==> config.mk <==
export PLATFORM = sky130hd
export DESIGN_NAME = multi_server_queue_dispatcher
export DESIGN_NICKNAME = d
export VERILOG_FILES = /design/src/hw/rtl/msqd_pkg.sv /design/src/hw/rtl/msqd_ctrl.sv /design/src/hw/rtl/msqd_dp.sv /design/src/hw/rtl/multi_server_queue_dispatcher.sv
export SDC_FILE = /design/constraint.sdc
export NUM_CORES = 1
export LEC_CHECK = 0
export ABC_AREA = 1
export BUFFER_PORTS_ARGS = -buffer_cell sky130_fd_sc_hd__buf_2
export CELL_PAD_IN_SITES_DETAIL_PLACEMENT = 2
export CELL_PAD_IN_SITES_GLOBAL_PLACEMENT = 2
export CORE_MARGIN = 10
export CORE_UTILIZATION = 37
export DETAILED_ROUTE_END_ITERATION = 8
export GPL_TIMING_DRIVEN = 0
export PLACE_DENSITY_LB_ADDON = 0.3
export REMOVE_ABC_BUFFERS = 1
export SKIP_LAST_GASP = 1
export SYNTH_ARGS = -nofsm -noshare
export SYNTH_HDL_FRONTEND = slang
export SYNTH_SLANG_ARGS = --single-unit
==> constraint.sdc <==
create_clock -name clk -period 6.1 [get_ports clk]
set_input_delay 1.22 -clock clk [delete_from_list [all_inputs] [get_ports clk]]
set_output_delay 1.22 -clock clk [all_outputs]
set_load 0.03 [all_outputs]
==> src/hw/rtl/msqd_pkg.sv <==
`default_nettype none

package msqd_pkg;

  // Build defaults
  localparam int MAX_SERVERS_DEF = 16;
  localparam int TIME_BITS_DEF   = 24;

  // Fixed field widths
  localparam int ARR_W   = 16;
  localparam int SVC_W   = 8;
  localparam int SVCC_W  = 6;
  localparam int NW_W    = 5;
  localparam int SIDX_W  = 4;
  localparam int WAIT_W  = 24;
  localparam int CNT_W   = 16;
  localparam int TOT_W   = 32;

  // Behavioral constants
  localparam int SERVICE_CAP = 60;
  localparam logic [WAIT_W-1:0] W24_MAX = '1;

  // Controller to datapath
  typedef struct packed {
    logic load;    // latch a new request, restart the scan
    logic scan;    // examine one server finish time
    logic commit;  // update server and statistics, load the result register
  } cmd_t;

  // Datapath to controller
  typedef struct packed {
    logic scan_done;  // free server found or last active server examined
  } sts_t;

endpackage

`default_nettype wire

==> src/hw/rtl/msqd_ctrl.sv <==
`default_nettype none

module msqd_ctrl (
  input  wire logic          clk,
  input  wire logic          rst,
  input  wire logic          in_valid,
  output logic               in_ready,
  output logic               out_valid,
  input  wire logic          out_ready,
  input  wire msqd_pkg::sts_t sts,
  output msqd_pkg::cmd_t     cmd
);

  typedef enum logic [3:0] {
    S_IDLE = 4'b0001,
    S_SCAN = 4'b0010,
    S_CNT  = 4'b0100,
    S_UPD  = 4'b1000
  } state_t;

  state_t state, state_next;

  always_comb begin
    cmd.load   = (state == S_IDLE) && in_valid;
    cmd.scan   = (state == S_SCAN);
    cmd.commit = (state == S_UPD) && (!out_valid || out_ready);
  end

  assign in_ready = (state == S_IDLE);

  always_comb begin
    state_next = state;
    unique case (state)
      S_IDLE: if (in_valid) state_next = S_SCAN;
      S_SCAN: if (sts.scan_done) state_next = S_CNT;
      S_CNT:  state_next = S_UPD;
      S_UPD:  if (cmd.commit) state_next = S_IDLE;
      default: state_next = S_IDLE;
    endcase
  end

  always_ff @(posedge clk) begin
    if (rst) begin
      state <= S_IDLE;
    end else begin
      state <= state_next;
    end
  end

  // Hold the result until taken; a commit refills it
  always_ff @(posedge clk) begin
    if (rst) begin
      out_valid <= 1'b0;
    end else if (cmd.commit) begin
      out_valid <= 1'b1;
    end else if (out_ready) begin
      out_valid <= 1'b0;
    end
  end

  a_commit_no_overwrite: assert property (@(posedge clk) disable iff (rst)
    cmd.commit |-> (!out_valid || out_ready))
    else $error("result register overwritten");

  a_accept_starts_scan: assert property (@(posedge clk) disable iff (rst)
    (in_valid && in_ready) |=> (state == S_SCAN))
    else $error("accepted request did not start a scan");

  a_commit_shows_result: assert property (@(posedge clk) disable iff (rst)
    cmd.commit |=> (out_valid && state == S_IDLE))
    else $error("commit did not present a result");

  a_single_cmd: assert property (@(posedge clk) disable iff (rst)
    $onehot0({cmd.load, cmd.scan, cmd.commit}))
    else $error("overlapping datapath commands");

endmodule

`default_nettype wire

==> src/hw/rtl/msqd_dp.sv <==
`default_nettype none

module msqd_dp #(
  parameter int MAX_SERVERS = msqd_pkg::MAX_SERVERS_DEF,
  parameter int TIME_BITS   = msqd_pkg::TIME_BITS_DEF
) (
  input  wire logic                          clk,
  input  wire logic                          rst,
  input  wire msqd_pkg::cmd_t                cmd,
  output msqd_pkg::sts_t                     sts,
  input  wire logic                          cfg_wr,
  input  wire logic [msqd_pkg::NW_W-1:0]     cfg_data,
  input  wire logic [msqd_pkg::ARR_W-1:0]    arrival_time,
  input  wire logic [msqd_pkg::SVC_W-1:0]    service_time,
  output logic      [msqd_pkg::SIDX_W-1:0]   server_index,
  output logic      [msqd_pkg::WAIT_W-1:0]   wait_time,
  output logic      [msqd_pkg::CNT_W-1:0]    server_job_count,
  output logic      [msqd_pkg::WAIT_W-1:0]   max_wait_so_far,
  output logic      [msqd_pkg::TOT_W-1:0]    total_wait_so_far,
  output logic      [msqd_pkg::WAIT_W-1:0]   latest_finish
);

  localparam int IDX_W = (MAX_SERVERS > 1) ? $clog2(MAX_SERVERS) : 1;
  localparam int DEPTH = 1 << IDX_W;
  localparam int WX    = (TIME_BITS > msqd_pkg::WAIT_W) ? TIME_BITS : msqd_pkg::WAIT_W;
  localparam int T     = TIME_BITS;

  // Server stores
  logic [T-1:0]                  fin_mem [DEPTH];
  logic [msqd_pkg::CNT_W-1:0]    cnt_mem [DEPTH];
  logic [DEPTH-1:0]              entry_vld;
  logic [T-1:0]                  fin_rd;
  logic [msqd_pkg::CNT_W-1:0]    cnt_rd;
  logic [IDX_W-1:0]              rd_addr;

  // Request and scan registers
  logic [msqd_pkg::NW_W-1:0]     num_windows;
  logic [msqd_pkg::ARR_W-1:0]    arrival;
  logic [msqd_pkg::SVCC_W-1:0]   service;
  logic [IDX_W-1:0]              scan_idx;
  logic [IDX_W-1:0]              pick;
  logic [T-1:0]                  best;
  logic                          found;

  // Running statistics
  logic [msqd_pkg::WAIT_W-1:0]   max_wait;
  logic [msqd_pkg::TOT_W-1:0]    total_wait;
  logic [msqd_pkg::WAIT_W-1:0]   finish_peak;

  logic [IDX_W-1:0]              act_m1;
  logic [T-1:0]                  arr_ext;
  logic                          is_free;
  logic                          is_last;
  logic [T-1:0]                  start;
  logic [T:0]                    fin_sum;
  logic [T-1:0]                  fin_new;
  logic [T-1:0]                  wait_t;
  logic [WX-1:0]                 wait_x;
  logic [WX-1:0]                 fin_x;
  logic [msqd_pkg::WAIT_W-1:0]   wait24;
  logic [msqd_pkg::WAIT_W-1:0]   fin24;
  logic [msqd_pkg::CNT_W-1:0]    cnt_new;
  logic [msqd_pkg::TOT_W:0]      tot_sum;
  logic [msqd_pkg::TOT_W-1:0]    tot_new;
  logic [msqd_pkg::WAIT_W-1:0]   max_new;
  logic [msqd_pkg::WAIT_W-1:0]   peak_new;

  // Clamp the active server count to 1..MAX_SERVERS, kept as count minus one
  always_comb begin
    if (num_windows == '0) begin
      act_m1 = '0;
    end else if (int'(num_windows) > MAX_SERVERS) begin
      act_m1 = IDX_W'(MAX_SERVERS - 1);
    end else begin
      act_m1 = IDX_W'(num_windows - msqd_pkg::NW_W'(1));
    end
  end

  assign arr_ext  = T'(arrival);
  assign is_free  = (fin_rd <= arr_ext);
  assign is_last  = (scan_idx == act_m1);
  assign sts.scan_done = cmd.scan && (is_free || is_last);
  assign rd_addr  = cmd.scan ? scan_idx + IDX_W'(1) : '0;

  assign start    = found ? arr_ext : best;
  assign fin_sum  = {1'b0, start} + (T+1)'(service);
  assign fin_new  = fin_sum[T] ? '1 : fin_sum[T-1:0];
  assign wait_t   = found ? '0 : best - arr_ext;
  assign wait_x   = WX'(wait_t);
  assign fin_x    = WX'(fin_new);
  assign wait24   = (wait_x > WX'(msqd_pkg::W24_MAX)) ? msqd_pkg::W24_MAX
                                                     : wait_x[msqd_pkg::WAIT_W-1:0];
  assign fin24    = (fin_x > WX'(msqd_pkg::W24_MAX)) ? msqd_pkg::W24_MAX
                                                    : fin_x[msqd_pkg::WAIT_W-1:0];
  assign cnt_new  = (cnt_rd == '1) ? cnt_rd : cnt_rd + msqd_pkg::CNT_W'(1);
  assign tot_sum  = {1'b0, total_wait} + (msqd_pkg::TOT_W+1)'(wait_t);
  assign tot_new  = tot_sum[msqd_pkg::TOT_W] ? '1 : tot_sum[msqd_pkg::TOT_W-1:0];
  assign max_new  = (wait24 > max_wait) ? wait24 : max_wait;
  assign peak_new = (fin24 > finish_peak) ? fin24 : finish_peak;

  // Stores: one write and one registered read each; unwritten entries read as zero
  always_ff @(posedge clk) begin
    if (cmd.commit) begin
      fin_mem[pick] <= fin_new;
      cnt_mem[pick] <= cnt_new;
    end
    fin_rd <= entry_vld[rd_addr] ? fin_mem[rd_addr] : '0;
    cnt_rd <= entry_vld[pick] ? cnt_mem[pick] : '0;
  end

  always_ff @(posedge clk) begin
    if (rst) begin
      entry_vld <= '0;
    end else if (cmd.commit) begin
      entry_vld[pick] <= 1'b1;
    end
  end

  always_ff @(posedge clk) begin
    if (rst) begin
      num_windows <= msqd_pkg::NW_W'(1);
    end else if (cfg_wr) begin
      num_windows <= cfg_data;
    end
  end

  // Request latch and scan
  always_ff @(posedge clk) begin
    if (cmd.load) begin
      arrival  <= arrival_time;
      service  <= (service_time > msqd_pkg::SVC_W'(msqd_pkg::SERVICE_CAP))
                  ? msqd_pkg::SVCC_W'(msqd_pkg::SERVICE_CAP)
                  : service_time[msqd_pkg::SVCC_W-1:0];
      scan_idx <= '0;
      pick     <= '0;
      found    <= 1'b0;
    end else if (cmd.scan) begin
      scan_idx <= scan_idx + IDX_W'(1);
      if (is_free) begin
        pick  <= scan_idx;
        found <= 1'b1;
      end else if (scan_idx == '0 || fin_rd < best) begin
        pick <= scan_idx;
        best <= fin_rd;
      end
    end
  end

  always_ff @(posedge clk) begin
    if (rst) begin
      max_wait    <= '0;
      total_wait  <= '0;
      finish_peak <= '0;
    end else if (cmd.commit) begin
      max_wait    <= max_new;
      total_wait  <= tot_new;
      finish_peak <= peak_new;
    end
  end

  always_ff @(posedge clk) begin
    if (cmd.commit) begin
      server_index      <= msqd_pkg::SIDX_W'(pick);
      wait_time         <= wait24;
      server_job_count  <= cnt_new;
      max_wait_so_far   <= max_new;
      total_wait_so_far <= tot_new;
      latest_finish     <= peak_new;
    end
  end

endmodule

`default_nettype wire

==> src/hw/rtl/multi_server_queue_dispatcher.sv <==
// Operation: an accepted request scans N servers, N being the
//   number of servers examined (1 up to the active count; a free server stops the scan).
// Flow: the scan reads one server finish time per cycle through the single read port of
//   the finish store; a new request is taken only after the last one has committed.
// Reset: synchronous, active high; clears all server stores (valid bits), the
//   statistics and the result handshake, and sets the active server count to 1.
`default_nettype none

module multi_server_queue_dispatcher #(
  parameter int MAX_SERVERS = msqd_pkg::MAX_SERVERS_DEF,
  parameter int TIME_BITS   = msqd_pkg::TIME_BITS_DEF
) (
  input  wire logic                          clk,
  input  wire logic                          rst,
  // Configuration write: active server count
  input  wire logic                          cfg_valid,
  output logic                               cfg_ready,
  input  wire logic [msqd_pkg::NW_W-1:0]     cfg_data,
  // Request channel: one job per request
  input  wire logic                          in_valid,
  output logic                               in_ready,
  input  wire logic [msqd_pkg::ARR_W-1:0]    arrival_time,
  input  wire logic [msqd_pkg::SVC_W-1:0]    service_time,
  // Result channel
  output logic                               out_valid,
  input  wire logic                          out_ready,
  output logic      [msqd_pkg::SIDX_W-1:0]   server_index,
  output logic      [msqd_pkg::WAIT_W-1:0]   wait_time,
  output logic      [msqd_pkg::CNT_W-1:0]    server_job_count,
  output logic      [msqd_pkg::WAIT_W-1:0]   max_wait_so_far,
  output logic      [msqd_pkg::TOT_W-1:0]    total_wait_so_far,
  output logic      [msqd_pkg::WAIT_W-1:0]   latest_finish
);

  msqd_pkg::cmd_t cmd;
  msqd_pkg::sts_t sts;

  // The count register takes a write in any cycle
  assign cfg_ready = 1'b1;

  // Controller: idle, scan the servers, fetch the chosen server's count,
  // then commit once the result register is free. A new request is taken in
  // idle while the previous result still waits at the output.
  msqd_ctrl u_ctrl (
    .clk       (clk),
    .rst       (rst),
    .in_valid  (in_valid),
    .in_ready  (in_ready),
    .out_valid (out_valid),
    .out_ready (out_ready),
    .sts       (sts),
    .cmd       (cmd)
  );

  // Datapath: server stores, scan compare, saturating statistics and the
  // result register.
  msqd_dp #(
    .MAX_SERVERS (MAX_SERVERS),
    .TIME_BITS   (TIME_BITS)
  ) u_dp (
    .clk               (clk),
    .rst               (rst),
    .cmd               (cmd),
    .sts               (sts),
    .cfg_wr            (cfg_valid && cfg_ready),
    .cfg_data          (cfg_data),
    .arrival_time      (arrival_time),
    .service_time      (service_time),
    .server_index      (server_index),
    .wait_time         (wait_time),
    .server_job_count  (server_job_count),
    .max_wait_so_far   (max_wait_so_far),
    .total_wait_so_far (total_wait_so_far),
    .latest_finish     (latest_finish)
  );

endmodule

`default_nettype wire
==> key figures <==
STA
  – RSZ-0062 raised after global routing: false
  – Max-slew headroom: 8.379%
  – Tightest Pin Transition: 1.365 ns
  – Final hold slack: 0.4690 ns
  – Final setup margin: 0.4313 ns
  – Final setup fails: 0
  – Worst Clk Skew: 0.03309 ns
  – Hold Vio Cnt, Final: 0
  – Tcrit/Tclk final: 92.93%
  – Minimum clock period after layout: 5.669 ns
  – F_max: 176.4 MHz
  – Slew Limit Fails: 0

CTS
  – TritonCTS clock tree: done
  – Clk pin slew, worst setup/hold paths: 0.07 ns
  – Hold_buf cts: 0
  – H-tree depth reported by CTS: 3
  – CTS Buf Count: 106
  – Clock Tree Buf Depth: 3
  – Clk_lat worst skew: 0.71 ns
  – Clk sinks: 965
  – Root Buffer: clkbuf_16

Synthesis
  – Asr flop ratio synth: 0%
  – Simple-gate area share of the yosys netlist: 17.86%
  – Area leader, netlist: edfxtp_1
  – Synthesized area: 43730 sq um
  – Adder-cell share of the synthesized area: 4.057%
  – Cell with the most instances after synthesis: nand2_1
  – Synth Instances: 4151
  – Yosys warns: 0
  – #FFs+latches synth: 965
  – Unique masters post-synth: 54
  – Synth Area per Inst: 10.54 sq um
  – Largest family of logic cells by synthesized area: simple AND/OR/NAND/NOR gates
  – Proportion of netlist area held by the largest area contributor: 55.62%
  – Post-synthesis xor/xnor area fraction: 0.6609%
  – Compound-Gate Fraction of Synth Area: 9.109%
  – Seq/Total Area, Yosys: 62.71%
  – Synth area leaders: edfxtp_1, nand2_1, dfxtp_1, nand3_1, ha_1
  – Synth Flop Type: edfxtp_1
  – Commonest cells post-synth: nand2_1, edfxtp_1, inv_1
  – Multiplexer share of the synthesized area: 0.02575%
  – Post-synth EDFFs: 810

Global route
  – First-pass GRT wire length: 241.2 mm
  – Number of global-route vias before repair: 37164
  – GRT Resource Usage Total: 23.94%
  – Largest net degree at the start of global routing: 91
  – Initial antenna violation count: 4
  – Grt ovf: 0

Hold path
  – Worst hold path class: reg -> reg
  – Hold Crit Start: u_dp.fin_rd[23]

Critical path
  – Most frequent CP cell: nand2_1
  – CP Max Fanout: 42
  – WS Path Type: reg -> reg
  – Max incr delay on CP: 0.56 ns
  – Critical path's slowest cell: ha_1
  – R2R setup slack: 0.43 ns
  – Worst-path cell chain: buf_12, o21ai_0, ha_1, fa_1, nand2_1, nand2_1, nand3_1, nand2_1, nand3_4, nor2_4, nand2_1, nand2_1, nand2_1, ha_1, nand2_1, inv_1, nand3_1, nor3_2, nand2_1, a21oi_1, nor2_1, nor2_4, nand2_1, nand2_1
  – Critical Path Start: u_dp.found
  – Crit Reg-Reg Startpoint: u_dp.found
  – Crit path DAT: 6.17 ns
  – Required time of the critical path: 6.60 ns
  – Setup crit end kind: flop
  – Worst setup SP type: flop

Floorplanning
  – Ports: 161
  – Die width: 363.8 um
  – Initial core utilization: 37.14%
  – Core Box Area: 117800 sq um
  – Row count: 126
  – Die Area: 132400 sq um
  – Die Ht: 363.8 um

Power
  – Static leakage: 19.63 nW
  – Max VDD drop: 0.0002149 V
  – P per Cell Area: 329.9 nW/um^2

Placed design
  – Dpl cells: 5742
  – Hpwl dp: 106.2 mm
  – Number of port buffers: 159
  – Final GP Congestion: 0.8374
  – Dpl ws: -0.5704 ns

Detailed routing
  – Wire per inst: 27.12 um
  – DR DRC count: 0
  – Pre-antenna DRT Iters: 5
  – Detail Route Antenna Nets: 0
  – WL final: 161.3 mm
  – Vias per inst: 5.632
  – DR iter-0 viols: 2565
  – Total vias in the final route: 33489

Finish
  – Sequential cell area: 27440 sq um
  – Area of the multi-input gates: 14130 sq um
  – Layout area overhead: 16.54%
  – Layout cell share with drive strength beyond 1: 12.84%
  – # nets final: 4492
  – Fin cells: 5946
  – FILL cells: 12196

Outcome
  – Status: finished, final reports clean

Flow run
  – Max-cap viol count: 0
==> flip-flops by register name, summed over array words and instances, names as in the netlist, 24 cells and up <==
register                count
u_dp.latest_finish         24
u_dp.total_wait            32
u_dp.finish_peak           24
u_dp.fin_mem              384
u_dp.max_wait_so_far       24
u_dp.best                  24
u_dp.total_wait_so_far     32
u_dp.cnt_mem              256
u_dp.wait_time             24
u_dp.fin_rd                24
u_dp.max_wait              24
==> worst max-delay path, delay by kind of cell (launching register included) <==
family | cells | cell delay [ns]
and+or+nand+nor | 17 | 3.26
adders and majority gates | 3 | 1.09
AOI/OAI and AO/OA | 2 | 0.47
DFF | 1 | 0.32
buffers and inverters | 2 | 0.26
==> layout by cell type, fill, tap and decap left out, types with 9 or more instances in the layout <==
cell type	n
ha_1	137
o21bai_1	17
o21a_1	17
nand4_1	28
clkinv_1	22
a31oi_1	15
a221oi_1	9
edfxtp_1	810
nor2_4	26
xor2_1	25
buf_16	22
clkbuf_16	108
nand2_2	15
nand2_4	12
o21ai_0	118
inv_1	439
clkinv_2	18
buf_12	38
dfxtp_1	152
nand3_1	420
clkbuf_1	31
a21oi_1	161
buf_2	158
nand3_2	20
or2_2	77
nand2_1	837
a22oi_1	66
nor2_1	284
o211ai_1	101
o21ai_1	26
o221ai_1	76
nor3_1	22
bufinv_16	11
==> where the power goes <==
| group | total, mW | internal, mW | switching, mW | leakage [nW] |
|---|---|---|---|---|
| Combinational | 2.77 | 0.745 | 2.03 | 9.57 |
| Clock | 6.55 | 3.75 | 2.80 | 1.69 |
| Sequential | 7.49 | 7.42 | 0.0710 | 8.37 |
| Total | 16.8 | 11.9 | 4.90 | 19.6 |
==> layout make-up <==
type | instances | area share, %
Timing Repair Buffer | 228 | 4.417
Sequential cell | 965 | 53.83
Tap cell | 1536 | 3.771
Inverter | 455 | 3.400
Antenna cell | 1 | 0.004910
Timing Repair inverter | 1 | 0.01473
Clock buffer | 141 | 5.585
Multi-Input combinational cell | 2561 | 27.73
Clock inverter | 58 | 1.245
==> per-layer routing <==
layer / vias up / global-route usage [%] / routed length (um)
met5: - / 0 / 10
met4: 2 / 8.788 / 5644
met3: 328 / 3.015 / 8260
met2: 1031 / 43.36 / 82420
met1: 17284 / 28.91 / 64940
li1: 14844 / - / -
==> cells by family (layout without fill, tap and decap cells) <==
family / count (synthesis) / count (layout)
AND/OR/NAND/NOR: 1768 / 1768
other: 1 / 2
XOR/XNOR: 33 / 33
adder cells (fa/ha/maj): 140 / 140
flip-flops: 965 / 965
multiplexers: 1 / 1
buffers and inverters: 625 / 883
AO/OA/AOI/OAI: 618 / 618
==> per-stage QoR <==
| step | area, sq um | utilization [%] | setup TNS (ns) | power (mW) |
|---|---|---|---|---|
| 2_1_floorplan | 43010 | - | -6072.02 | 9.182 |
| 3_3_place_gp | 45720 | 38.83 | - | 10.11 |
| 3_5_place_dp | 47370 | 40.22 | -36.31 | 10.34 |
| 4_1_cts | 50880 | 43.20 | -0.006306 | 16.91 |
| 5_1_grt | 50960 | 43.27 | 0 | 17.46 |
| 6_report | 50970 | 43.28 | 0 | 16.81 |
==> what timing repair did <==
| item | in CTS | in global routing |
|---|---|---|
| endpoints found under the setup margin | 90 | 28 |
| pin swaps | 0 | 1 |
| resized for setup | 7 | 5 |
| buffers inserted | 0 | 3 |
| gates cloned | 1 | 0 |
==> worst paths after layout <==
path                                 end  cells past startpoint
hold reg to reg            u_dp.best[23]                      0
setup reg to reg  u_dp.latest_finish[22]                     24
hold / removal             u_dp.best[23]                      0
setup / recovery  u_dp.latest_finish[22]                     24
Note: power is estimated with default switching activity, not from simulation.
